$ cat src/sv/tcsd_pkg.sv
package tcsd_pkg;

   // Input item as seen on the request channel
   typedef struct packed {
      logic               operation;
      logic [3:0]         target_chain;
      logic signed [31:0] log_probability;
      logic [15:0]        pick_fraction;
      logic [15:0]        accept_fraction;
   } req_type;

   // Result item as seen on the response channel
   typedef struct packed {
      logic        swap_done;
      logic        accepted;
      logic [3:0]  lower_chain;
      logic [3:0]  cold_chain;
      logic [31:0] attempt_total;
      logic [31:0] accept_total;
   } rsp_type;

   // Operation codes
   localparam logic OP_WRITE = 1'b0;
   localparam logic OP_SWAP  = 1'b1;

   // Configuration register indexes
   localparam int  CSR_INDEX_W      = 1;
   localparam int  CSR_DATA_W       = 24;
   localparam logic CSR_CHAIN_COUNT = 1'b0;
   localparam logic CSR_HEAT_STEP   = 1'b1;

   localparam logic [4:0]  CHAIN_COUNT_RESET = 5'd4;
   localparam logic [23:0] HEAT_STEP_RESET   = 24'd13107;

   // Classified command kinds passed from front to back
   localparam logic [1:0] KIND_WRITE = 2'd0;
   localparam logic [1:0] KIND_SKIP  = 2'd1;
   localparam logic [1:0] KIND_SWAP  = 2'd2;

   typedef struct packed {
      logic [1:0]         kind;
      logic [4:0]         slot;
      logic signed [31:0] value;
      logic [15:0]        accept_fraction;
   } cmd_type;

   // Shared divider request and response
   localparam int DIV_NUM_W = 34;
   localparam int DIV_DEN_W = 30;

   typedef struct packed {
      logic                 start;
      logic [DIV_NUM_W-1:0] dividend;
      logic [DIV_DEN_W-1:0] divisor;
   } div_req_type;

   typedef struct packed {
      logic                 done;
      logic [DIV_NUM_W-1:0] quotient;
   } div_rsp_type;

   // Exponential approximation constants
   localparam logic [30:0] LOG2E_Q30    = 31'd1549082005;
   localparam logic [31:0] LN2_Q32      = 32'd2977044472;
   localparam int          EXP_TERMS    = 12;
   localparam logic [48:0] REJECT_LIMIT = 49'd100 << 32;

endpackage

$ cat src/sv/tcsd_front.sv
module tcsd_front
   import tcsd_pkg::*;
#(
   parameter int MAX_CHAINS = 16
)
(
   input  logic       req_valid,
   output logic       req_ready,
   input  req_type    req_data,
   input  logic [4:0] chain_count,
   output logic       push_valid,
   input  logic       push_ready,
   output cmd_type    push_data
);

   logic [4:0]  eff_count;
   logic [4:0]  span;
   logic [20:0] pick_prod;

   // Saturate the chain count to the storage depth
   always_comb begin
      if (int'(chain_count) > MAX_CHAINS) begin
         eff_count = 5'(MAX_CHAINS);
      end else begin
         eff_count = chain_count;
      end
   end

   assign span      = eff_count - 5'd1;
   assign pick_prod = 21'(req_data.pick_fraction) * 21'(span);

   // Classify item
   always_comb begin
      push_data.value           = req_data.log_probability;
      push_data.accept_fraction = req_data.accept_fraction;
      if (req_data.operation == OP_WRITE) begin
         push_data.slot = {1'b0, req_data.target_chain};
         if (5'(req_data.target_chain) < eff_count) begin
            push_data.kind = KIND_WRITE;
         end else begin
            push_data.kind = KIND_SKIP;
         end
      end else begin
         push_data.slot = pick_prod[20:16];
         if (eff_count >= 5'd2) begin
            push_data.kind = KIND_SWAP;
         end else begin
            push_data.kind = KIND_SKIP;
         end
      end
   end

   assign push_valid = req_valid;
   assign req_ready  = push_ready;

endmodule

$ cat config.mk
export PLATFORM = sky130hd
export DESIGN_NAME = tcsd_front
export DESIGN_NICKNAME = d
export VERILOG_FILES = /design/src/sv/tcsd_pkg.sv /design/src/sv/tcsd_front.sv
export SDC_FILE = /design/constraint.sdc
export NUM_CORES = 1
export LEC_CHECK = 0
export ABC_CLOCK_PERIOD_IN_PS = 7300
export BUFFER_PORTS_ARGS = -buffer_cell sky130_fd_sc_hd__buf_4
export CORE_ASPECT_RATIO = 0.75
export CORE_MARGIN = 5
export CORE_UTILIZATION = 51
export DETAILED_ROUTE_END_ITERATION = 12
export PLACE_DENSITY = 0.82
export SKIP_LAST_GASP = 1
export SYNTH_ARGS = -nofsm -noshare
export SYNTH_HDL_FRONTEND = slang
export SYNTH_SLANG_ARGS = --single-unit
$ cat constraint.sdc
create_clock -name vclk -period 7.3
set_input_delay 0.73 -clock vclk [all_inputs]
set_output_delay 0.73 -clock vclk [all_outputs]
set_load 0.02 [all_outputs]
# ---- After elaboration in Yosys (flattened, before gate mapping)
# Cells that the tools add are included.
dict set report totals {
  output_inout_bits 57
  word_cells 9
  inputBits 76
  register_bits 0
}
dict set report classes {
  order_cmp 3
  mux 4
  addsub 1
  n_mul 1
}
# operator n
set ops {}
lappend ops {{$mul 16x5->21} 1}
lappend ops {{$mux 7} 1}
lappend ops {{$ge 5x2->1 const B} 1}
lappend ops {{$gt 5x5->1 const B} 1}
lappend ops {{$lt 4x5->1} 1}
lappend ops {{$mux 5} 1}
lappend ops {{$sub 5x1->5 const B} 1}
lappend ops {{$mux 2} 1}
lappend ops {{$mux 1} 1}

# ---- Depth between registers and ports, before layout
dict set report depth {
  ltp_word 5
  mapped_depth 20
  mapped_depth_nobuf 16
}

# ---- Least setup slack after synthesis
# No wires, ideal clock.
dict set report synth_path {
  path_type {input-to-output}
  startpoint {input chain_count[4]}
  endpoint {output push_data[49] in the netlist's numbering}
  slack_ns 0.869
  n_path_buf 4
  required_time_ns 6.570
  arrival_ns 5.701
  cell_stages 18
  path_cell_list {buf_4 -> nand2b_1 -> buf_2 -> clkbuf_1 -> ha_1 -> mux2i_1 -> clkbuf_1 -> nor2b_1 -> fa_1 -> fa_1 -> inv_1 -> fa_1 -> inv_1 -> ha_1 -> nand4_2 -> or3_4 -> o31ai_2 -> mux2i_1}
}
# element line
set synth_lines {}
lappend synth_lines {{start: declaration} tcsd_front.sv:10} ;# input logic [4:0] chain_count,
lappend synth_lines {{end: declaration} tcsd_front.sv:13} ;# output cmd_type push_data

==> results_dict.tcl <==
set metrics [dict create \
    status "complete, no violations" \
    seq_cells 0 \
    ir_worst_vdd_mv 0.0987 \
    post-route-drc-count 0 \
    register_area_um2 0 \
    endpoint_kind "output port" \
    max-slew-margin-rel 0.633 \
    period_share 0.834 \
    max_stage_delay_ps 540 \
    dpl.hpwl_um 4940 \
    rows 24 \
    grt_max_degree 19 \
    yosysTopAreaCellShare 0.277 \
    fin_util 0.510 \
    ys_top_cells_by_count "inv_1 (63), nor2b_1 (59), buf_4 (51)" \
    place.gp.congestion 0.851 \
    power_density_mw_per_mm2 204 \
    grt_pass1_vias 2379 \
    gr-total-overflow 0 \
    drtIter0Drc 109 \
    fin_area_mm2 0.00292 \
    synth_seq_area_share 0 \
    ant_nets 0 \
    hold_ws_ps 1460 \
    die_x_um 98.0 \
    finalSetupTns_ps 0 \
    critPathLaunchType "input port" \
    layout-drive-gt1-share 0.120 \
    yosysWarnings 0 \
    yosys.cell_types.count 38 \
    fillers 556 \
    path_cells "buf_4 -> nand2b_1 -> buf_4 -> ha_1 -> mux2i_1 -> buf_4 -> nor2b_1 -> fa_1 -> fa_1 -> inv_1 -> fa_1 -> inv_1 -> ha_1 -> nand4_2 -> or3_4 -> o211a_1 -> or3_1 -> buf_4" \
    synth_area_leaders "fa_1 (28%), ha_1 (14%), buf_4 (13%)" \
    synth_area_per_cell_um2 7.98 \
    antenna_cells 0 \
    port_buffers 33 \
    areaGrowthSynthToFinish_pct -1.31 \
    critPathSlowestCell "fa_1" \
    placed_cell_area_mm2 0.00292 \
    synth.most_common_cell "inv_1" \
    cp.required_ps 6570 \
    nets 500 \
    cts_resized 0 \
    clock_buffer_count 0 \
    finalSetupViolations 0 \
    die-area_mm2 0.00745 \
    grt_pass1_wl_um 10700 \
    dp_cells 427 \
    start_util 0.516 \
    cp.arrival_ps 5360 \
    cp_max_fo 18 \
    slew_viol_final 0 \
    synth_nets 520 \
    final_hold_viol_count 0 \
    critPathLaunch "chain_count[4]" \
    postSynthCellCount 371 \
    cpMostUsedCell "buf_4" \
    io_pins 133 \
    post_layout_nonfiller_instances 427 \
    syn_area_mm2 0.00296 \
    cts_hold_buf 0 \
    vias_per_cell 5.26 \
    maxCapViolCount 0 \
    first_pass_iters 4 \
    cp-endpoint "push_data[48]" \
    design.core.area_mm2 0.00574 \
    worst_pin_slew_ps 550 \
    num_vias 2248 \
    finalWorstPathRequiredPeriod_ps 6090 \
    cts_setup_buffers 0 \
    fmax_mhz 164 \
    routed_wl_um 5840 \
    die_height_um 76.0 \
    hold_class "input port to output port" \
    leakage_nw 1.50 \
    worstSetupPathType "input port to output port" \
    wl_per_cell_um 13.7 \
    groute.usage.overall 0.162 \
    rsz0062_at_grt "false" \
    yosys.area.top_type "fa_1" \
    antenna_found_initial 0 \
]
==> metrics by stage <==
stage / setup slack [ps] / total power (W)
after CTS: 1210 / 0.000600
after global placement: 1340 / 0.000569
final: 1210 / 0.000597
after global routing: 897 / 0.000684
after floorplan: 869 / 0.000487
after detailed placement: 1230 / 0.000594
==> power breakdown <==
group | leakage (nW) | internal [W] | switching [W]
Sequential | 0 | 0 | 0
Clock | 0 | 0 | 0
Combinational | 1.50 | 0.000257 | 0.000340
==> layout make-up <==
type	count	area [um^2]	area share
inverter	63	236	0.0809
timing repair buffer	37	278	0.0950
multi-input combinational	249	2310	0.791
tap	78	97.6	0.0334
==> cells by family after synthesis <==
group / Yosys count / synth area share
xor+xnor: 7 / 0.0207
fa+ha+maj: 73 / 0.412
compound gates: 46 / 0.100
buf+inv: 122 / 0.220
mux: 7 / 0.0237
simple gates: 116 / 0.223
==> worst max-delay path: cells and delay by family <==
kind                     cells  cell delay [ps]
AND/OR/NAND/NOR              5             1160
AO/OA/AOI/OAI                1              230
adder cells (fa/ha/maj)      5             2190
buffers and inverters        6              830
multiplexers                 1              200
==> how the worst min path moves through the flow <==
stage                             from            end  slack (ps)  cells past startpoint
after floorplan            req_data[0]   push_data[0]        1570                      1
after global placement     req_data[0]   push_data[0]        1460                      0
after detailed placement   req_data[0]   push_data[0]        1460                      0
after CTS                  req_data[0]   push_data[0]        1460                      0
after global routing      req_data[44]  push_data[28]        1460                      0
final                     req_data[38]  push_data[22]        1460                      0
==> layout by cell type (no fill, tap or decap) <==
| cell | synthesis | layout |
|---|---|---|
| a211oi_1 | 2 | 2 |
| a21o_1 | 1 | 1 |
| a21oi_1 | 14 | 14 |
| a221oi_1 | 1 | 1 |
| a311oi_1 | 1 | 1 |
| a31oi_1 | 1 | 1 |
| a32oi_1 | 2 | 2 |
| a41oi_1 | 2 | 2 |
| and2_1 | 1 | 1 |
| and3_1 | 3 | 3 |
| and3_2 | 1 | 1 |
| and4_2 | 1 | 1 |
| buf_4 | 51 | 37 |
| fa_1 | 41 | 41 |
| ha_1 | 32 | 32 |
| inv_1 | 63 | 63 |
| mux2i_1 | 7 | 7 |
| nand2_1 | 21 | 21 |
| nand2b_1 | 12 | 12 |
| nand4_2 | 1 | 1 |
| nor2_1 | 10 | 10 |
| nor2b_1 | 59 | 59 |
| nor3_1 | 3 | 3 |
| o211a_1 | 2 | 2 |
| o21a_1 | 2 | 2 |
| o21ai_0 | 12 | 12 |
| o21ai_1 | 1 | 1 |
| o21bai_1 | 2 | 2 |
| o221ai_1 | 1 | 1 |
| o2bb2ai_1 | 1 | 1 |
| o31ai_2 | 1 | 1 |
| or2b_1 | 1 | 1 |
| or3_1 | 2 | 2 |
| or3_4 | 1 | 1 |
| xnor2_1 | 5 | 5 |
| xor2_1 | 2 | 2 |
==> routing by layer <==
layer / wire [um] / global-route usage / vias to the layer above
met4: 6 / 0.0194 / 0
met1: 2690 / 0.232 / 1108
met2: 2870 / 0.269 / 63
li1: - / - / 1073
met5: 0 / 0 / -
met3: 279 / 0.0220 / 4
Note: power is estimated with default switching activity, not from simulation.
