==> src/sv/tcsd_pkg.sv <==
package tcsd_pkg;

   // Input item as seen on the request channel
   typedef struct packed {
      logic               operation;
      logic [3:0]         target_chain;
      logic signed [31:0] log_probability;
      logic [15:0]        pick_fraction;
      logic [15:0]        accept_fraction;
   } req_type;

   // Result item as seen on the response channel
   typedef struct packed {
      logic        swap_done;
      logic        accepted;
      logic [3:0]  lower_chain;
      logic [3:0]  cold_chain;
      logic [31:0] attempt_total;
      logic [31:0] accept_total;
   } rsp_type;

   // Operation codes
   localparam logic OP_WRITE = 1'b0;
   localparam logic OP_SWAP  = 1'b1;

   // Configuration register indexes
   localparam int  CSR_INDEX_W      = 1;
   localparam int  CSR_DATA_W       = 24;
   localparam logic CSR_CHAIN_COUNT = 1'b0;
   localparam logic CSR_HEAT_STEP   = 1'b1;

   localparam logic [4:0]  CHAIN_COUNT_RESET = 5'd4;
   localparam logic [23:0] HEAT_STEP_RESET   = 24'd13107;

   // Classified command kinds passed from front to back
   localparam logic [1:0] KIND_WRITE = 2'd0;
   localparam logic [1:0] KIND_SKIP  = 2'd1;
   localparam logic [1:0] KIND_SWAP  = 2'd2;

   typedef struct packed {
      logic [1:0]         kind;
      logic [4:0]         slot;
      logic signed [31:0] value;
      logic [15:0]        accept_fraction;
   } cmd_type;

   // Shared divider request and response
   localparam int DIV_NUM_W = 34;
   localparam int DIV_DEN_W = 30;

   typedef struct packed {
      logic                 start;
      logic [DIV_NUM_W-1:0] dividend;
      logic [DIV_DEN_W-1:0] divisor;
   } div_req_type;

   typedef struct packed {
      logic                 done;
      logic [DIV_NUM_W-1:0] quotient;
   } div_rsp_type;

   // Exponential approximation constants
   localparam logic [30:0] LOG2E_Q30    = 31'd1549082005;
   localparam logic [31:0] LN2_Q32      = 32'd2977044472;
   localparam int          EXP_TERMS    = 12;
   localparam logic [48:0] REJECT_LIMIT = 49'd100 << 32;

endpackage

==> src/sv/tcsd_div.sv <==
module tcsd_div
   import tcsd_pkg::*;
(
   input  logic        clock,
   input  logic        reset,
   input  div_req_type div_req,
   output div_rsp_type div_rsp
);

   localparam int CNT_W = $clog2(DIV_NUM_W + 1);

   logic [DIV_NUM_W-1:0] quo_ff, quo_in;
   logic [DIV_DEN_W-1:0] rem_ff, rem_in;
   logic [DIV_DEN_W-1:0] den_ff, den_in;
   logic [CNT_W-1:0]     cnt_ff, cnt_in;
   logic                 busy_ff, busy_in;
   logic                 done_ff, done_in;
   logic [DIV_DEN_W:0]   trial;

   assign trial = {rem_ff, quo_ff[DIV_NUM_W-1]};

   // One quotient bit per cycle, restoring
   always_comb begin
      quo_in  = quo_ff;
      rem_in  = rem_ff;
      den_in  = den_ff;
      cnt_in  = cnt_ff;
      busy_in = busy_ff;
      done_in = 1'b0;
      if (div_req.start) begin
         quo_in  = div_req.dividend;
         rem_in  = '0;
         den_in  = div_req.divisor;
         cnt_in  = CNT_W'(DIV_NUM_W);
         busy_in = 1'b1;
      end else if (busy_ff) begin
         if (trial >= {1'b0, den_ff}) begin
            rem_in = DIV_DEN_W'(trial - {1'b0, den_ff});
            quo_in = {quo_ff[DIV_NUM_W-2:0], 1'b1};
         end else begin
            rem_in = trial[DIV_DEN_W-1:0];
            quo_in = {quo_ff[DIV_NUM_W-2:0], 1'b0};
         end
         cnt_in = cnt_ff - CNT_W'(1);
         if (cnt_ff == CNT_W'(1)) begin
            busy_in = 1'b0;
            done_in = 1'b1;
         end
      end
   end

   always_ff @(posedge clock) begin
      if (reset) begin
         busy_ff <= 1'b0;
         done_ff <= 1'b0;
      end else begin
         busy_ff <= busy_in;
         done_ff <= done_in;
      end
   end

   always_ff @(posedge clock) begin
      quo_ff <= quo_in;
      rem_ff <= rem_in;
      den_ff <= den_in;
      cnt_ff <= cnt_in;
   end

   assign div_rsp.done     = done_ff;
   assign div_rsp.quotient = quo_ff;

endmodule

==> config.mk <==
export PLATFORM = sky130hd
export DESIGN_NAME = tcsd_div
export DESIGN_NICKNAME = d
export VERILOG_FILES = /design/src/sv/tcsd_pkg.sv /design/src/sv/tcsd_div.sv
export SDC_FILE = /design/constraint.sdc
export NUM_CORES = 1
export LEC_CHECK = 0
export BUFFER_PORTS_ARGS = -buffer_cell sky130_fd_sc_hd__buf_4
export CAP_MARGIN = 20
export CORE_ASPECT_RATIO = 0.5
export CORE_UTILIZATION = 51
export CTS_CLUSTER_SIZE = 25
export DETAILED_ROUTE_END_ITERATION = 16
export GPL_TIMING_DRIVEN = 0
export PLACE_DENSITY = 0.76
export SLEW_MARGIN = 10
export SYNTH_ARGS = -nofsm -noshare
export SYNTH_HDL_FRONTEND = slang
export SYNTH_SLANG_ARGS = --single-unit
export TNS_END_PERCENT = 10
==> constraint.sdc <==
create_clock -name clock -period 3.2 [get_ports clock]
set_clock_uncertainty 0.15 [all_clocks]
set_input_delay 0.16 -clock clock [delete_from_list [all_inputs] [get_ports clock]]
set_output_delay 0.16 -clock clock [all_outputs]
set_load 0.05 [all_outputs]
[Word level (Yosys, flattened, before mapping)]
Cells that the tools add are included.
Storage, ports and cells
  bits in registers: 102
  input port bits: 67
  logic and storage cells: 21
Cells by class
  add/sub/neg operators: 2
  order comparisons: 1
  eq/ne operators: 1
  multiplexer cells: 8
  bitwise logic cells: 1
  reduce and logical (&&, ||, !) cells: 2
Operator list (count)
  two-way mux 34 bit: 2
  greater-or-equal comparator 31 x 30 -> 1 bit: 1
  two-way mux 30 bit: 1
  subtractor 30 bit: 1
  equality test 6 x 1 -> 1 bit, second input constant: 1
  subtractor 6 x 1 -> 6 bit, second input constant: 1
  two-way mux 1 bit: 5
  OR reduction 3 bit: 1
  nonzero test 2 bit: 1
  inverter 1 bit: 1

[Logic depth before layout (Yosys ltp)]
  depth in word-level cells: 4
  mapped depth: 13
  mapped depth without buffers: 13

[Least setup slack after synthesis]
No wires, ideal clock.
  kind: reg-to-reg
  start: register quo_ff[33]
  end: register rem_ff[28]
  setup time: 0.126 ns
  data arrival time: 3.135 ns
  data required time: 2.924 ns
  path slack: -0.211 ns
  cell stages (with the launch flop): 14
  path buffers: 0
  path through: edfxtp_1 -> inv_1 -> ha_1 -> inv_1 -> fa_1 -> a211oi_1 -> o21ai_1 -> a2111oi_1 -> nor2_1 -> a31oi_1 -> o41ai_1 -> a21oi_1 -> xor2_1 -> o211ai_1
Between the ends
  word-level cells in the longest chain between the ends: 2
RTL lines
  from (decl): line tcsd_div.sv:12  | logic [DIV_NUM_W-1:0] quo_ff, quo_in;
  from (signal assigned): line tcsd_div.sv:63  | quo_ff <= quo_in;
  subtractor 30 bit / greater-or-equal comparator 31 x 30 -> 1 bit (equally long branches): line tcsd_div.sv:38, tcsd_div.sv:37
  two-way mux 30 bit *: line tcsd_div.sv:37  | if (trial >= {1'b0, den_ff}) begin
  to (signal assigned): line tcsd_div.sv:64  | rem_ff <= rem_in;
  to (decl): line tcsd_div.sv:13  | logic [DIV_DEN_W-1:0] rem_ff, rem_in;
Mark *: on every way between the ends. The rest lies on a longest branch, timed or not.
A chain may end at the register's enable or synchronous reset.

[Worst setup path after layout]
  start: register den_ff[4]
  end: register rem_ff[24]
Between the ends
  word-level cells in the longest chain between the ends: 2
RTL lines
  from (decl): line tcsd_div.sv:14  | logic [DIV_DEN_W-1:0] den_ff, den_in;
  from (signal assigned): line tcsd_div.sv:65  | den_ff <= den_in;
  subtractor 30 bit / greater-or-equal comparator 31 x 30 -> 1 bit (equally long branches): line tcsd_div.sv:38, tcsd_div.sv:37
  two-way mux 30 bit *: line tcsd_div.sv:37
Marks and branches as above.

==> results.txt <==
- Final Hold Vio Count: 0
- Setup slack of the critical path after layout: 0.0374 ns
- First-pass GRT wire length: 23,000 um
- Actual slew at the worst max-slew pin: 0.813 ns
* WP data arrival: 3.21 ns
* First-pass DRT Iterations: 4
* Start point of the worst hold path: div_req[64]
* Maximum number of pins on one net before global-route repair: 32
* Worst flop-to-flop path endpoint: rem_ff[24]$_SDFFE_PP0P_
- In this run the worst path has a maximum fanout of 6.
- Count of standard-cell rows: 26
- Once the floorplan was initialized, standard cells occupied 54.1% of the core.
- Number of slew-limit violations in the final report: 0
* Number of antenna violations at the first check in global routing: 0
* Clock latency at the later pin of the worst-skew pair: 0.36 ns
- The number of nets handed over by synthesis was 645.
- Share of cells above drive strength 1: 26.0%
- Data on the critical path is required at its endpoint by 3.25 ns.
* Leading cell type in the layout, fill and taps excluded: sky130_fd_sc_hd__buf_4
- The worst setup path is launched from a flop.
- Max-cap violations in this run came to 0.
- DRC violation count after routing: 0
- The tree built by TritonCTS fans out to 102 sinks.
- For this run, the post-layout net count is 832.
- Counting flops with a built-in enable in the synthesized netlist gives 64.
* Worst hold path class: input port to flop
* Crit-path leading delay family: compound AO/OA/AOI/OAI gates
* Average size of a mapped cell: 10.4 sq um
* Starting DRT DRC Count: 282
* Element type at the critical path end: flop
* Vertical die dimension: 76.6 um
* Max Root-Sink Buffers: 2
- Routed length per instance: 16.7 um
- Congestion Overflow GR: 0
- Cell count along the critical path: 13
- OpenSTA, run right after detailed placement, puts the worst setup slack at -0.0944 ns.
- The smallest clock period supported by the final layout is computed as 3.16 ns.
- For this run, the top clock speed supported by timing is 316 MHz.
- In this run the number of H-tree levels came out at 3.
- Synth warn: 0
- Among all flip-flop cells after synthesis, the most frequent one is sky130_fd_sc_hd__edfxtp_1.
- Setup repair after global routing missed its margin: true
- The congestion estimate from routability-driven global placement came to 0.898.
* Via density per instance: 5.45
- Number of global-route vias before repair: 4,703
- Port bufs: 101
- The path with the worst hold slack has its endpoint at den_ff[1]$_DFFE_PP_.
- After clock tree synthesis, the clock-pin slew on the worst setup and hold paths is 0.08 ns.
* Die extent in x: 151 um
- Standard cell core area: 10,500 sq um
- The worst pin sits at a relative slew slack of 45.7%.
- Sequential elements use 47.2% of the synthesized area.
* Synth top area share: 33.8%
- CP cell instances: inv_1 > ha_2 > o211a_1 > o31ai_4 > o211ai_2 > a21oi_4 > o21ai_4 > a21oi_4 > a211oi_4 > buf_6 > buf_6 > mux2i_1 > a211oi_1
- Count of cells along the worst register-to-register path: 13
- The repair_antennas step left the layout with diodes totalling 0.
- Async S/R FF share, synth: 0%
* Cell Area, Synth: 5680 sq um
- TritonCTS built the clock tree.
* Mapped Cells: 544
* Fraction of the cycle the final worst path needs: 98.8%
- The largest individual stage delay along the critical path comes from the cell sky130_fd_sc_hd__ha_2.
- Crit Path Class: flop to flop
- Slowest cell delay on critical path: 0.37 ns
* Yosys top cell by area: sky130_fd_sc_hd__edfxtp_1
- Worst IR drop on VDD: 0.287 mV
- After synthesis, the cell types taking the most area are sky130_fd_sc_hd__edfxtp_1 (34%), sky130_fd_sc_hd__dfxtp_1 (13%), sky130_fd_sc_hd__ha_1 (7.3%).
- Library cells used by synthesis: 50
* Die area: 11,600 sq um
- Pin placement for this block handled 102 I/O pins.
* Filler cell count: 745
- Cts bufs inserted: 9
- Setup violations remaining at the end of the flow were counted as 0.
- The final route contains 4,776 vias.
* Cell depth of the worst min-delay path: 1
* Total GRT Usage: 25.9%
- Worst reg2reg path startpoint: den_ff[4]$_DFFE_PP_
- In the layout the commonest cells are sky130_fd_sc_hd__buf_4 (109), sky130_fd_sc_hd__dlygate4sd3_1 (65), sky130_fd_sc_hd__edfxtp_1 (64).
- The run finished with clean final reports.
- Remaining number of nets flagged by the antenna check after routing: 0
- Compared with the post-synthesis result, the final layout area differs by 37.4%.
- Total routed wirelength: 14,600 um
- In this run the register-to-register setup slack is 0.04 ns.
- Leakage power of the design: 3.17 nW
- Power, Total: 0.00365 W
- The cell sitting at the root of the clock tree is a sky130_fd_sc_hd__clkbuf_16.
* Number of synthesized register bits: 102
- Together, buffers and inverters on the worst path number 3.
- The wire-length estimate of the detail-placed layout is 9510 um.
- For this design the ratio of total power to cell area is 467 nW/um^2.
## worst max-delay path by stage
| stage | slack, ns | end | from |
|---|---|---|---|
| 2_1_floorplan | 0.01 | rem_ff[28]$_SDFFE_PP0P_ | quo_ff[33]$_DFFE_PP_ |
| 3_3_place_gp | -0.06 | rem_ff[28]$_SDFFE_PP0P_ | quo_ff[33]$_DFFE_PP_ |
| 3_5_place_dp | -0.09 | rem_ff[23]$_SDFFE_PP0P_ | den_ff[2]$_DFFE_PP_ |
| 4_1_cts | -0.02 | rem_ff[1]$_SDFFE_PP0P_ | den_ff[2]$_DFFE_PP_ |
| 5_1_grt | -0.05 | rem_ff[24]$_SDFFE_PP0P_ | den_ff[4]$_DFFE_PP_ |
| 6_report | 0.04 | rem_ff[24]$_SDFFE_PP0P_ | den_ff[4]$_DFFE_PP_ |
## repair_timing
item / 4_1_cts / 5_1_grt
setup endpoints to repair: 14 / 30
pin swaps: 0 / 9
hold buffers: 65 / 0
cloned: 0 / 3
gates resized for setup: 4 / 22
hold endpoints to repair: 66 / 0
setup buffers: 0 / 7
## sequential cells by signal, summed over array words and instances (netlist names)
signal / flops
den_ff: 30
busy_ff: 1
cnt_ff: 6
done_ff: 1
rem_ff: 30
quo_ff: 34
## per-stage QoR
stage	area [sq um]	utilization (%)	hold slack [ns]	std cells	TNS, ns
after floorplan	5690	-	0.0824	544	0
after global placement	6630	63.1	0.184	785	-0.268
after detailed placement	6650	63.3	0.187	786	-0.765
after CTS	7610	72.5	0.132	867	-0.0528
after global routing	7810	74.3	0.141	876	-0.303
final	7810	74.3	0.128	876	0
## logic make-up (layout without fill, tap and decap cells)
kind of cell | Yosys count | after routing | share of synthesized area [%]
compound gates | 127 | 128 | 14.8
xor+xnor | 29 | 29 | 4.47
mux | 58 | 58 | 11.0
simple gates | 126 | 126 | 10.0
flops | 102 | 102 | 47.2
buf+inv | 68 | 259 | 4.89
fa+ha+maj | 34 | 34 | 7.62
## power by group
part / total, W / internal [W] / switching (W) / leakage, nW
sequential: 0.00158 / 0.00152 / 0.0000626 / 0.947
clock: 0.00107 / 0.000544 / 0.000529 / 0.137
combinational: 0.000996 / 0.000425 / 0.000571 / 2.09
total: 0.00365 / 0.00249 / 0.00116 / 3.17
## metal layers
| metal | GRT usage (%) | wire length [um] | vias to the layer above |
|---|---|---|---|
| met5 | 0 | 0 | - |
| met4 | 7.20 | 208 | 0 |
| met3 | 7.25 | 1010 | 22 |
| met2 | 43.6 | 6850 | 150 |
| met1 | 32.3 | 6570 | 2263 |
| li1 | - | - | 2341 |
## layout make-up
| type | count | area [sq um] | share of cell area (%) |
|---|---|---|---|
| well taps | 140 | 175 | 2.24 |
| plain buffers | 22 | 111 | 1.43 |
| clock buffers | 10 | 229 | 2.93 |
| inverters | 45 | 169 | 2.16 |
| clock inverters | 6 | 56.3 | 0.721 |
| multi-input cells | 375 | 2880 | 36.9 |
| flip-flops and latches | 102 | 2680 | 34.4 |
| repair buffers | 176 | 1510 | 19.3 |
## cell usage after synthesis, types with 4 or more instances
cell type                  instances
sky130_fd_sc_hd__edfxtp_1         64
sky130_fd_sc_hd__inv_1            45
sky130_fd_sc_hd__nand2_1          40
sky130_fd_sc_hd__nor2_1           39
sky130_fd_sc_hd__dfxtp_1          38
sky130_fd_sc_hd__a21oi_1          37
sky130_fd_sc_hd__mux2_2           35
sky130_fd_sc_hd__ha_1             33
sky130_fd_sc_hd__a211oi_1         23
sky130_fd_sc_hd__mux2i_1          23
sky130_fd_sc_hd__xnor2_1          18
sky130_fd_sc_hd__o21ai_0          15
sky130_fd_sc_hd__clkbuf_1         13
sky130_fd_sc_hd__nand3_1          11
sky130_fd_sc_hd__xor2_1           11
sky130_fd_sc_hd__o21ai_1          10
sky130_fd_sc_hd__nor3_1            9
sky130_fd_sc_hd__a21o_1            5
sky130_fd_sc_hd__and2_1            5
sky130_fd_sc_hd__nand2b_1          5
sky130_fd_sc_hd__o211ai_1          5
sky130_fd_sc_hd__o21bai_1          5
sky130_fd_sc_hd__and3_1            4
sky130_fd_sc_hd__buf_1             4
sky130_fd_sc_hd__o31ai_1           4
No activity file was read; power rests on OpenSTA's default activity.
