File: src/sv/tcsd_pkg.sv
package tcsd_pkg;

   // Input item as seen on the request channel
   typedef struct packed {
      logic               operation;
      logic [3:0]         target_chain;
      logic signed [31:0] log_probability;
      logic [15:0]        pick_fraction;
      logic [15:0]        accept_fraction;
   } req_type;

   // Result item as seen on the response channel
   typedef struct packed {
      logic        swap_done;
      logic        accepted;
      logic [3:0]  lower_chain;
      logic [3:0]  cold_chain;
      logic [31:0] attempt_total;
      logic [31:0] accept_total;
   } rsp_type;

   // Operation codes
   localparam logic OP_WRITE = 1'b0;
   localparam logic OP_SWAP  = 1'b1;

   // Configuration register indexes
   localparam int  CSR_INDEX_W      = 1;
   localparam int  CSR_DATA_W       = 24;
   localparam logic CSR_CHAIN_COUNT = 1'b0;
   localparam logic CSR_HEAT_STEP   = 1'b1;

   localparam logic [4:0]  CHAIN_COUNT_RESET = 5'd4;
   localparam logic [23:0] HEAT_STEP_RESET   = 24'd13107;

   // Classified command kinds passed from front to back
   localparam logic [1:0] KIND_WRITE = 2'd0;
   localparam logic [1:0] KIND_SKIP  = 2'd1;
   localparam logic [1:0] KIND_SWAP  = 2'd2;

   typedef struct packed {
      logic [1:0]         kind;
      logic [4:0]         slot;
      logic signed [31:0] value;
      logic [15:0]        accept_fraction;
   } cmd_type;

   // Shared divider request and response
   localparam int DIV_NUM_W = 34;
   localparam int DIV_DEN_W = 30;

   typedef struct packed {
      logic                 start;
      logic [DIV_NUM_W-1:0] dividend;
      logic [DIV_DEN_W-1:0] divisor;
   } div_req_type;

   typedef struct packed {
      logic                 done;
      logic [DIV_NUM_W-1:0] quotient;
   } div_rsp_type;

   // Exponential approximation constants
   localparam logic [30:0] LOG2E_Q30    = 31'd1549082005;
   localparam logic [31:0] LN2_Q32      = 32'd2977044472;
   localparam int          EXP_TERMS    = 12;
   localparam logic [48:0] REJECT_LIMIT = 49'd100 << 32;

endpackage

File: src/sv/tcsd_back.sv
module tcsd_back
   import tcsd_pkg::*;
#(
   parameter int MAX_CHAINS = 16
)
(
   input  logic        clock,
   input  logic        reset,
   input  logic        cmd_valid,
   output logic        cmd_ready,
   input  cmd_type     cmd_data,
   input  logic [23:0] heat_step,
   output div_req_type div_req,
   input  div_rsp_type div_rsp,
   output logic        rsp_valid,
   input  logic        rsp_ready,
   output rsp_type     rsp_data
);

   localparam int IDX_W = $clog2(MAX_CHAINS);

   localparam logic [4:0] S_IDLE    = 5'd0;
   localparam logic [4:0] S_READ    = 5'd1;
   localparam logic [4:0] S_DIV_J   = 5'd2;
   localparam logic [4:0] S_WAIT_J  = 5'd3;
   localparam logic [4:0] S_DIV_K   = 5'd4;
   localparam logic [4:0] S_WAIT_K  = 5'd5;
   localparam logic [4:0] S_LNR_MUL = 5'd6;
   localparam logic [4:0] S_LNR     = 5'd7;
   localparam logic [4:0] S_Y       = 5'd8;
   localparam logic [4:0] S_YR      = 5'd9;
   localparam logic [4:0] S_ZR      = 5'd10;
   localparam logic [4:0] S_TMUL    = 5'd11;
   localparam logic [4:0] S_TDIV    = 5'd12;
   localparam logic [4:0] S_TWAIT   = 5'd13;
   localparam logic [4:0] S_FINAL   = 5'd14;
   localparam logic [4:0] S_RESULT  = 5'd15;
   localparam logic [4:0] S_SWAP_K  = 5'd16;

   // Chain stores
   logic signed [31:0] lp_mem   [MAX_CHAINS];
   logic [IDX_W-1:0]   rank_mem [MAX_CHAINS];
   logic [MAX_CHAINS-1:0] lp_vld_ff, rank_vld_ff;

   logic signed [31:0] lp_j_rd, lp_k_rd;
   logic [IDX_W-1:0]   rank_j_rd, rank_k_rd;
   logic               lp_vj_rd, lp_vk_rd, rank_vj_rd, rank_vk_rd;

   logic [4:0]        state_ff, state_in;
   logic [1:0]        kind_ff, kind_in;
   logic [IDX_W-1:0]  j_ff, j_in;
   logic [IDX_W-1:0]  k_idx;
   logic [15:0]       u_ff, u_in;
   logic              acc_ff, acc_in;
   logic              diff_neg_ff, diff_neg_in;
   logic [32:0]       diff_mag_ff, diff_mag_in;
   logic [16:0]       bj_ff, bj_in, bk_ff, bk_in;
   logic              bd_neg_ff, bd_neg_in;
   logic [16:0]       bd_mag_ff, bd_mag_in;
   logic [22:0]       x16_ff, x16_in;
   logic [7:0]        n_ff, n_in;
   logic [31:0]       z_ff, z_in;
   logic [32:0]       t_ff, t_in;
   logic [33:0]       s_ff, s_in;
   logic [3:0]        term_ff, term_in;
   logic [IDX_W-1:0]  cold_ff, cold_in;
   logic [31:0]       attempt_ff, attempt_in, accept_ff, accept_in;
   logic              rsp_valid_ff, rsp_valid_in;
   rsp_type           rsp_data_ff, rsp_data_in;

   logic [31:0]        mul_a, mul_b;
   logic [63:0]        prod_ff;
   logic signed [31:0] lp_j, lp_k;
   logic [IDX_W-1:0]   rank_j, rank_k, rank_sel;
   logic signed [32:0] diff;
   logic [29:0]        heat_den;
   logic signed [17:0] bd;
   logic [48:0]        lnr_mag;
   logic               lnr_neg;
   logic [31:0]        term_p;
   logic [33:0]        exp_val;
   logic               out_free, swap_acc;
   logic               lp_we, rank_we;
   logic [IDX_W-1:0]   lp_waddr, rank_waddr, rank_wdata;
   logic               rd_en;
   logic [IDX_W-1:0]   rd_j, rd_k;

   assign k_idx  = IDX_W'(j_ff + IDX_W'(1));
   assign lp_j   = lp_vj_rd ? lp_j_rd : 32'sd0;
   assign lp_k   = lp_vk_rd ? lp_k_rd : 32'sd0;
   assign rank_j = rank_vj_rd ? rank_j_rd : j_ff;
   assign rank_k = rank_vk_rd ? rank_k_rd : k_idx;
   assign diff   = 33'(lp_k) - 33'(lp_j);
   assign bd     = $signed({1'b0, bj_ff}) - $signed({1'b0, bk_ff});
   assign lnr_mag  = diff_mag_ff[32] ? {bd_mag_ff, 32'd0} : prod_ff[48:0];
   assign lnr_neg  = (bd_neg_ff ^ diff_neg_ff) && (lnr_mag != 49'd0);
   assign term_p   = t_ff[32] ? z_ff : prod_ff[63:32];
   assign exp_val  = (n_ff >= 8'd64) ? 34'd0 : (s_ff >> n_ff);
   assign rank_sel = (state_ff == S_DIV_J) ? rank_j : rank_k;
   assign heat_den = 30'h10000 + 30'(heat_step) * 30'(rank_sel);
   assign out_free = !rsp_valid_ff || rsp_ready;
   assign swap_acc = (kind_ff == KIND_SWAP) && acc_ff;
   assign rd_j     = IDX_W'(cmd_data.slot);
   assign rd_k     = IDX_W'(rd_j + IDX_W'(1));

   assign cmd_ready = (state_ff == S_IDLE);
   assign rd_en     = cmd_ready && cmd_valid;

   // Shared multiplier operand select
   always_comb begin
      mul_a = '0;
      mul_b = '0;
      case (state_ff)
         S_LNR_MUL: begin
            mul_a = 32'(bd_mag_in);
            mul_b = diff_mag_ff[31:0];
         end
         S_Y: begin
            mul_a = 32'(x16_ff);
            mul_b = 32'(LOG2E_Q30);
         end
         S_YR: begin
            mul_a = prod_ff[45:14];
            mul_b = LN2_Q32;
         end
         S_TMUL: begin
            mul_a = t_ff[31:0];
            mul_b = z_ff;
         end
         default: begin
            mul_a = '0;
         end
      endcase
   end

   always_ff @(posedge clock) begin
      prod_ff <= 64'(mul_a) * 64'(mul_b);
   end

   // Divider requests
   always_comb begin
      div_req.start    = 1'b0;
      div_req.dividend = '0;
      div_req.divisor  = '0;
      case (state_ff)
         S_DIV_J, S_DIV_K: begin
            div_req.start    = 1'b1;
            div_req.dividend = 34'h1_0000_0000 + 34'(heat_den >> 1);
            div_req.divisor  = heat_den;
         end
         S_TDIV: begin
            div_req.start    = 1'b1;
            div_req.dividend = 34'(term_p);
            div_req.divisor  = 30'(term_ff);
         end
         default: begin
            div_req.start = 1'b0;
         end
      endcase
   end

   // Sequencer
   always_comb begin
      state_in     = state_ff;
      kind_in      = kind_ff;
      j_in         = j_ff;
      u_in         = u_ff;
      acc_in       = acc_ff;
      diff_neg_in  = diff_neg_ff;
      diff_mag_in  = diff_mag_ff;
      bj_in        = bj_ff;
      bk_in        = bk_ff;
      bd_neg_in    = bd_neg_ff;
      bd_mag_in    = bd_mag_ff;
      x16_in       = x16_ff;
      n_in         = n_ff;
      z_in         = z_ff;
      t_in         = t_ff;
      s_in         = s_ff;
      term_in      = term_ff;
      cold_in      = cold_ff;
      attempt_in   = attempt_ff;
      accept_in    = accept_ff;
      rsp_valid_in = rsp_ready ? 1'b0 : rsp_valid_ff;
      rsp_data_in  = rsp_data_ff;
      lp_we        = 1'b0;
      lp_waddr     = rd_j;
      rank_we      = 1'b0;
      rank_waddr   = j_ff;
      rank_wdata   = rank_k;
      case (state_ff)
         S_IDLE: begin
            if (cmd_valid) begin
               kind_in = cmd_data.kind;
               j_in    = rd_j;
               u_in    = cmd_data.accept_fraction;
               acc_in  = 1'b0;
               if (cmd_data.kind == KIND_WRITE) begin
                  lp_we    = 1'b1;
                  state_in = S_RESULT;
               end else if (cmd_data.kind == KIND_SWAP) begin
                  state_in = S_READ;
               end else begin
                  state_in = S_RESULT;
               end
            end
         end
         S_READ: begin
            diff_neg_in = diff[32];
            diff_mag_in = diff[32] ? 33'(-diff) : 33'(diff);
            state_in    = S_DIV_J;
         end
         S_DIV_J: state_in = S_WAIT_J;
         S_WAIT_J: begin
            if (div_rsp.done) begin
               bj_in    = div_rsp.quotient[16:0];
               state_in = S_DIV_K;
            end
         end
         S_DIV_K: state_in = S_WAIT_K;
         S_WAIT_K: begin
            if (div_rsp.done) begin
               bk_in    = div_rsp.quotient[16:0];
               state_in = S_LNR_MUL;
            end
         end
         S_LNR_MUL: begin
            bd_neg_in = bd[17];
            bd_mag_in = bd[17] ? 17'(-bd) : 17'(bd);
            state_in  = S_LNR;
         end
         S_LNR: begin
            if (!lnr_neg) begin
               acc_in   = 1'b1;
               state_in = S_RESULT;
            end else if (lnr_mag > REJECT_LIMIT) begin
               acc_in   = 1'b0;
               state_in = S_RESULT;
            end else begin
               x16_in   = lnr_mag[38:16];
               state_in = S_Y;
            end
         end
         S_Y: state_in = S_YR;
         S_YR: begin
            n_in     = prod_ff[53:46];
            state_in = S_ZR;
         end
         S_ZR: begin
            z_in     = prod_ff[63:32];
            t_in     = 33'h1_0000_0000;
            s_in     = 34'h1_0000_0000;
            term_in  = 4'd1;
            state_in = S_TMUL;
         end
         S_TMUL: state_in = S_TDIV;
         S_TDIV: state_in = S_TWAIT;
         S_TWAIT: begin
            if (div_rsp.done) begin
               t_in = div_rsp.quotient[32:0];
               if (term_ff[0]) begin
                  s_in = s_ff - 34'(div_rsp.quotient[32:0]);
               end else begin
                  s_in = s_ff + 34'(div_rsp.quotient[32:0]);
               end
               term_in = term_ff + 4'd1;
               if (term_ff == 4'(EXP_TERMS - 1)) begin
                  state_in = S_FINAL;
               end else begin
                  state_in = S_TMUL;
               end
            end
         end
         S_FINAL: begin
            acc_in   = (34'({u_ff, 16'd0}) < exp_val);
            state_in = S_RESULT;
         end
         S_RESULT: begin
            if (out_free) begin
               if (kind_ff == KIND_SWAP) begin
                  attempt_in = attempt_ff + 32'd1;
               end
               if (swap_acc) begin
                  accept_in = accept_ff + 32'd1;
                  if (cold_ff == j_ff) begin
                     cold_in = k_idx;
                  end else if (cold_ff == k_idx) begin
                     cold_in = j_ff;
                  end
                  rank_we  = 1'b1;
                  state_in = S_SWAP_K;
               end else begin
                  state_in = S_IDLE;
               end
               rsp_valid_in              = 1'b1;
               rsp_data_in.swap_done     = (kind_ff == KIND_SWAP);
               rsp_data_in.accepted      = swap_acc;
               rsp_data_in.lower_chain   = (kind_ff == KIND_SWAP) ? 4'(j_ff) : 4'd0;
               rsp_data_in.cold_chain    = 4'(cold_in);
               rsp_data_in.attempt_total = attempt_in;
               rsp_data_in.accept_total  = accept_in;
            end
         end
         S_SWAP_K: begin
            rank_we    = 1'b1;
            rank_waddr = k_idx;
            rank_wdata = rank_j;
            state_in   = S_IDLE;
         end
         default: state_in = S_IDLE;
      endcase
   end

   always_ff @(posedge clock) begin
      if (reset) begin
         state_ff     <= S_IDLE;
         cold_ff      <= '0;
         attempt_ff   <= '0;
         accept_ff    <= '0;
         rsp_valid_ff <= 1'b0;
         lp_vld_ff    <= '0;
         rank_vld_ff  <= '0;
      end else begin
         state_ff     <= state_in;
         cold_ff      <= cold_in;
         attempt_ff   <= attempt_in;
         accept_ff    <= accept_in;
         rsp_valid_ff <= rsp_valid_in;
         if (lp_we) begin
            lp_vld_ff[lp_waddr] <= 1'b1;
         end
         if (rank_we) begin
            rank_vld_ff[rank_waddr] <= 1'b1;
         end
      end
   end

   always_ff @(posedge clock) begin
      kind_ff     <= kind_in;
      j_ff        <= j_in;
      u_ff        <= u_in;
      acc_ff      <= acc_in;
      diff_neg_ff <= diff_neg_in;
      diff_mag_ff <= diff_mag_in;
      bj_ff       <= bj_in;
      bk_ff       <= bk_in;
      bd_neg_ff   <= bd_neg_in;
      bd_mag_ff   <= bd_mag_in;
      x16_ff      <= x16_in;
      n_ff        <= n_in;
      z_ff        <= z_in;
      t_ff        <= t_in;
      s_ff        <= s_in;
      term_ff     <= term_in;
      rsp_data_ff <= rsp_data_in;
   end

   // Memory writes and registered pair reads
   always_ff @(posedge clock) begin
      if (lp_we) begin
         lp_mem[lp_waddr] <= cmd_data.value;
      end
      if (rank_we) begin
         rank_mem[rank_waddr] <= rank_wdata;
      end
      if (rd_en) begin
         lp_j_rd    <= lp_mem[rd_j];
         lp_k_rd    <= lp_mem[rd_k];
         rank_j_rd  <= rank_mem[rd_j];
         rank_k_rd  <= rank_mem[rd_k];
         lp_vj_rd   <= lp_vld_ff[rd_j];
         lp_vk_rd   <= lp_vld_ff[rd_k];
         rank_vj_rd <= rank_vld_ff[rd_j];
         rank_vk_rd <= rank_vld_ff[rd_k];
      end
   end

   assign rsp_valid = rsp_valid_ff;
   assign rsp_data  = rsp_data_ff;

endmodule

File: config.mk
export PLATFORM = sky130hd
export DESIGN_NAME = tcsd_back
export DESIGN_NICKNAME = d
export VERILOG_FILES = /design/src/sv/tcsd_pkg.sv /design/src/sv/tcsd_back.sv
export SDC_FILE = /design/constraint.sdc
export NUM_CORES = 2
export LEC_CHECK = 0
export BUFFER_PORTS_ARGS = -buffer_cell sky130_fd_sc_hd__buf_2
export CAP_MARGIN = 20
export CORE_MARGIN = 2
export CORE_UTILIZATION = 63
export DETAILED_ROUTE_END_ITERATION = 8
export HOLD_SLACK_MARGIN = 0.06
export PLACE_DENSITY = 0.78
export SLEW_MARGIN = 30
export SYNTH_ARGS = -nofsm -noshare
export SYNTH_HDL_FRONTEND = slang
export SYNTH_SLANG_ARGS = --single-unit
File: constraint.sdc
create_clock -name clock -period 31.3 [get_ports clock]
set_input_delay 4.695 -clock clock [delete_from_list [all_inputs] [get_ports clock]]
set_output_delay 4.695 -clock clock [all_outputs]
set_load 0.05 [all_outputs]
==> After elaboration in Yosys (flattened, before gate mapping) <==
Memory sizes are Yosys's and may differ from the RTL's. A register that Yosys moved wholly into a read port is not among the register bits.
Cells that the tools add are included.
{ "word_totals": {"register_bits": 491, "latch_bits": 0, "ramBits": 576, "rom_bits": 0, "input_bits": 118, "out_inout_bits": 141, "word_cells": 184, "memories": 2} }
{ "mem_list": {"columns": ["name", "depth", "width", "rd", "rd_clocked_by_memory_dff", "write_ports", "line", "rtl"], "rows": [
  ["lp_mem", 16, 32, 2, 2, 1, "tcsd_back.sv:41", "logic signed [31:0] lp_mem [MAX_CHAINS];"],
  ["rank_mem", 16, 4, 2, 2, 1, "tcsd_back.sv:42", "logic [IDX_W-1:0] rank_mem [MAX_CHAINS];"]
]} }
{ "classes": {"n_addsub": 13, "mul": 2, "n_div": 0, "n_lt_le_gt_ge": 8, "eq_ne": 27, "shifts": 1, "n_mux": 70, "bitwise_logic": 4, "n_reduce_logical": 22} }
{ "ops": {"columns": ["operator", "count"], "rows": [
  ["$pmux W32 S4", 2],
  ["$mux W32", 6],
  ["$pmux W64 S2", 1],
  ["$mux W34", 3],
  ["$pmux W5 S16", 1],
  ["$pmux W34 S2", 1],
  ["$pmux W33 S2", 1],
  ["$add A32 B1 Y32 const B", 2],
  ["$mul A32 B32 Y64", 1],
  ["$gt A49 B39 Y1 const B", 1],
  ["$mux W49", 1],
  ["$reduce_bool A49 Y1", 1],
  ["$mux W4", 11],
  ["$eq A5 B4 Y1 const B", 8],
  ["$add A33 B28 Y34 const A", 1],
  ["$add A34 B33 Y34", 1],
  ["$lt A32 B34 Y1", 1],
  ["$mux W17", 2],
  ["$shr A34 B8 Y34", 1],
  ["$sub A34 B33 Y34", 1],
  ["$mux W33", 1],
  ["$neg A33 Y33", 1],
  ["$sub A32 B32 Y33", 1],
  ["$or A16 B16 Y16", 2],
  ["39 further kinds", 95]
]} }

==> Depth between registers and ports, before layout <==
{ "logic_depth": {"ltp_word": 7, "mapped_depth": 42, "ltp_nobuf": 38} }

==> Least setup slack after synthesis <==
No wires, ideal clock.
{ "synth_path": {"path_type": "input-to-output", "startpoint": "input port heat_step[2]", "endpoint": "output port div_req[46] (netlist bit)", "t_arrival_ps": 9413, "required_ps": 26605, "setup_slack_ps": 17192, "path_stages": 18, "path_buffers": 0, "path_cell_list": "nand2_1 > fa_1 > fa_1 > inv_1 > ha_1 > ha_1 > inv_1 > fa_1 > nor2b_1 > o21a_1 > o21ai_0 > a31oi_1 > o21ai_0 > nand2_1 > o21a_1 > o21a_1 > nor3_1 > o21bai_1"} }
{ "synth_lines": {"columns": ["item", "line", "rtl"], "rows": [
  ["start, declared", "tcsd_back.sv:12", "input logic [23:0] heat_step,"],
  ["end, declared", "tcsd_back.sv:13", "output div_req_type div_req,"]
]} }

==> qor.yml <==
yosysWarningCount: 0
hold_viol_final: 0
dieArea_um2: 150000
clock_latency_ps: 820
min_path_type: "reg -> reg"
antenna_found_initial: 44
switching_share_pct: 44.9
routed-via-count: 68300
seqPwrFrac_pct: 29.0
r2r_start: "bk_ff[4]"
cts_buffers: 113
worstPathRequired_ps: 26610
total_power_mw: 6.55
fin_util_pct: 68.7
ir_worst_vdd_uv: 90.3
area_delta_synth_final_pct: 8.32
drt_iter0_markers: 7881
yosysUniqueCellTypes: 91
drv_slew: 0
cts_sinks: 1139
final_cell_mix: "inv_1, nand2_1, edfxtp_1"
grt_pass1_wl_um: 423000
critPathKind: "in -> out"
hold_ws_ps: 437
fin_crit_ps: 14380
fmax_mhz: 69.5
synth_seq_cells: 1139
clk_pin_slew_ps: 60
drt_pre_antenna_iters: 9
crit_start: "heat_step[2]"
p_clk_share_pct: 22.1
cts_hold_buf: 0
period_share_pct: 45.9
power.density_nw_per_um2: 65.5
grt_pass1_vias: 69100
route.detailed.drc: 0
clockBufferDepth: 3
crit_chain: "buf_2, nand2_1, fa_1, fa_1, inv_1, ha_1, ha_1, inv_1, fa_1, nor2b_1, o21a_1, o21ai_0, a31oi_1, o21ai_0, a21oi_1, a211oi_1, xor2_1, nor2_1, o21bai_1, buf_2"
p_switching_mw: 2.94
synth_edf_count: 952
rsz0062_at_grt: "false"
setup_violations: 0
end_kind: "output pin"
slowest_stage: "nor2_1"
post_route_cells_drive_above_1_share_pct: 13.5
status: "completed"
drt-total-wl_um: 280000
die_x_um: 387
grt_remaining_overflow: 0
ctsResizeCount: 0
place_ws_ps: 17170
internal_power_mw: 3.61
max_cap_violations: 0
tightest_slew_ps: 1170
tns_ps: 0
grt_util_all_layers_pct: 37.5
worst_slack_ps: 16920
startpoint_type: "input pin"
arrival_ps: 9690
cp_common_cell: "fa_1"
combPwrFrac_pct: 48.9
synth_area_um2: 92400
ios: 259
htree_levels: 3
hold_path.startpoint: "prod_ff[60]"
dpl_cell_area_um2: 95900
die_height_um: 387
synth_top_flop_cell: "edfxtp_1"
postCtsSetupBuffers: 0
placed_cells: 10200
synth_top_cells_by_area: "edfxtp_1, fa_1, mux4_2"
rows: 140
wl_per_cell_um: 27.0
leakage_nw: 42.2
place_congestion: 1.03
nNetsFinal: 9855
avgSynthCellArea_um2: 11.2
layout_commonest_cell: "inv_1"
synth_cells: 8290
slowest_delay_ps: 560
slew_headroom_pct: 21.6
postSynth.asyncResetShare_pct: 0
synth_top_area_share_pct: 30.9
final_cells: 10400
initial_utilization_pct: 63.4
grt_max_degree: 107
coreArea_um2: 146000
clock-root-buffer: "clkbuf_16"
fin_area_um2: 100000
ys_seq_area_share_pct: 35.0
antenna_left: 0
crit_fanout: 4
cts_tree: "built"
yosys.area.top_type: "edfxtp_1"
viasPerCell: 6.57
fin_skew_ps: 129
io_buffers: 254
dp_hpwl_um: 200000
[worst max-delay path: cells and delay by family]
kind                     cells  cell delay (ps)
adder cells (fa/ha/maj)      5             1660
AO/OA/AOI/OAI                7             1930
AND/OR/NAND/NOR              3              690
XOR/XNOR                     1              130
buffers and inverters        4              550
[layout make-up]
class	count	area, um2
diodes	20	50.0
clock buffers	143	3010
clock inverters	70	947
fillers	10200	45600
inverters	1119	4200
multi-input cells	5584	54600
flip-flops and latches	1139	32300
well taps	1917	2400
repair buffers	407	2550
[registers in the layout, indices dropped and copies added (netlist names), 16 cells and up]
name         count
bj_ff           17
attempt_ff      32
u_ff            16
t_ff            33
s_ff            34
lp_mem         512
diff_mag_ff     33
rsp_data        74
lp_k_rd         32
prod_ff         64
lp_vld_ff       16
lp_j_rd         32
x16_ff          23
bk_ff           17
rank_mem        64
accept_ff       32
z_ff            32
rank_vld_ff     16
bd_mag_ff       17
[cells in the mapped netlist (all sizes together), types with 47 or more instances]
cell    count
inv      1117
nand2    1055
edfxtp    952
fa        944
nor2      693
ha        429
mux4      395
clkbuf    380
a21oi     265
xnor2     190
dfxtp     187
o21ai     172
and2      140
xor2      128
a21o      105
nor3      105
nand3      86
buf        69
mux2i      68
or3        52
nor2b      48
o21a       47
[power by group through the flow]
stage	clock network [mW]	registers [mW]	logic, mW
6_report	1.45	1.90	3.21
5_1_grt	1.50	1.91	3.38
4_1_cts	1.45	1.90	3.05
3_5_place_dp	0	1.93	3.02
3_3_place_gp	0	1.92	2.95
2_1_floorplan	0	1.88	1.97
[worst paths after layout]
check	to	slack, ps	cells past startpoint
max	div_req[54]	16920	20
min	z_ff[28]	440	0
max reg2reg	prod_ff[57]	18820	37
min reg2reg	z_ff[28]	440	0
[logic make-up (layout without fill, tap and decap cells)]
group                      Yosys count  count (layout)  share of synthesized area, %
and+or+nand+nor                   2411            2411                          11.5
buffers and inverters             1568            1739                          6.42
adders and majority gates         1373            1373                          26.3
DFF                               1139            1139                          35.0
AOI/OAI and AO/OA                  978             978                          7.01
muxes                              502             502                          10.8
xor gates and xnor gates           318             318                          3.01
other                                1              22                       0.00406
[routing by layer]
metal	global-route usage [%]	up-vias	wire (um)
met5	0	-	195
met1	46.7	34100	94400
li1	-	28300	-
met4	19.8	30	18200
met2	60.1	4711	131000
met3	10.8	1140	36100
Power figures use the tool's default switching activity.
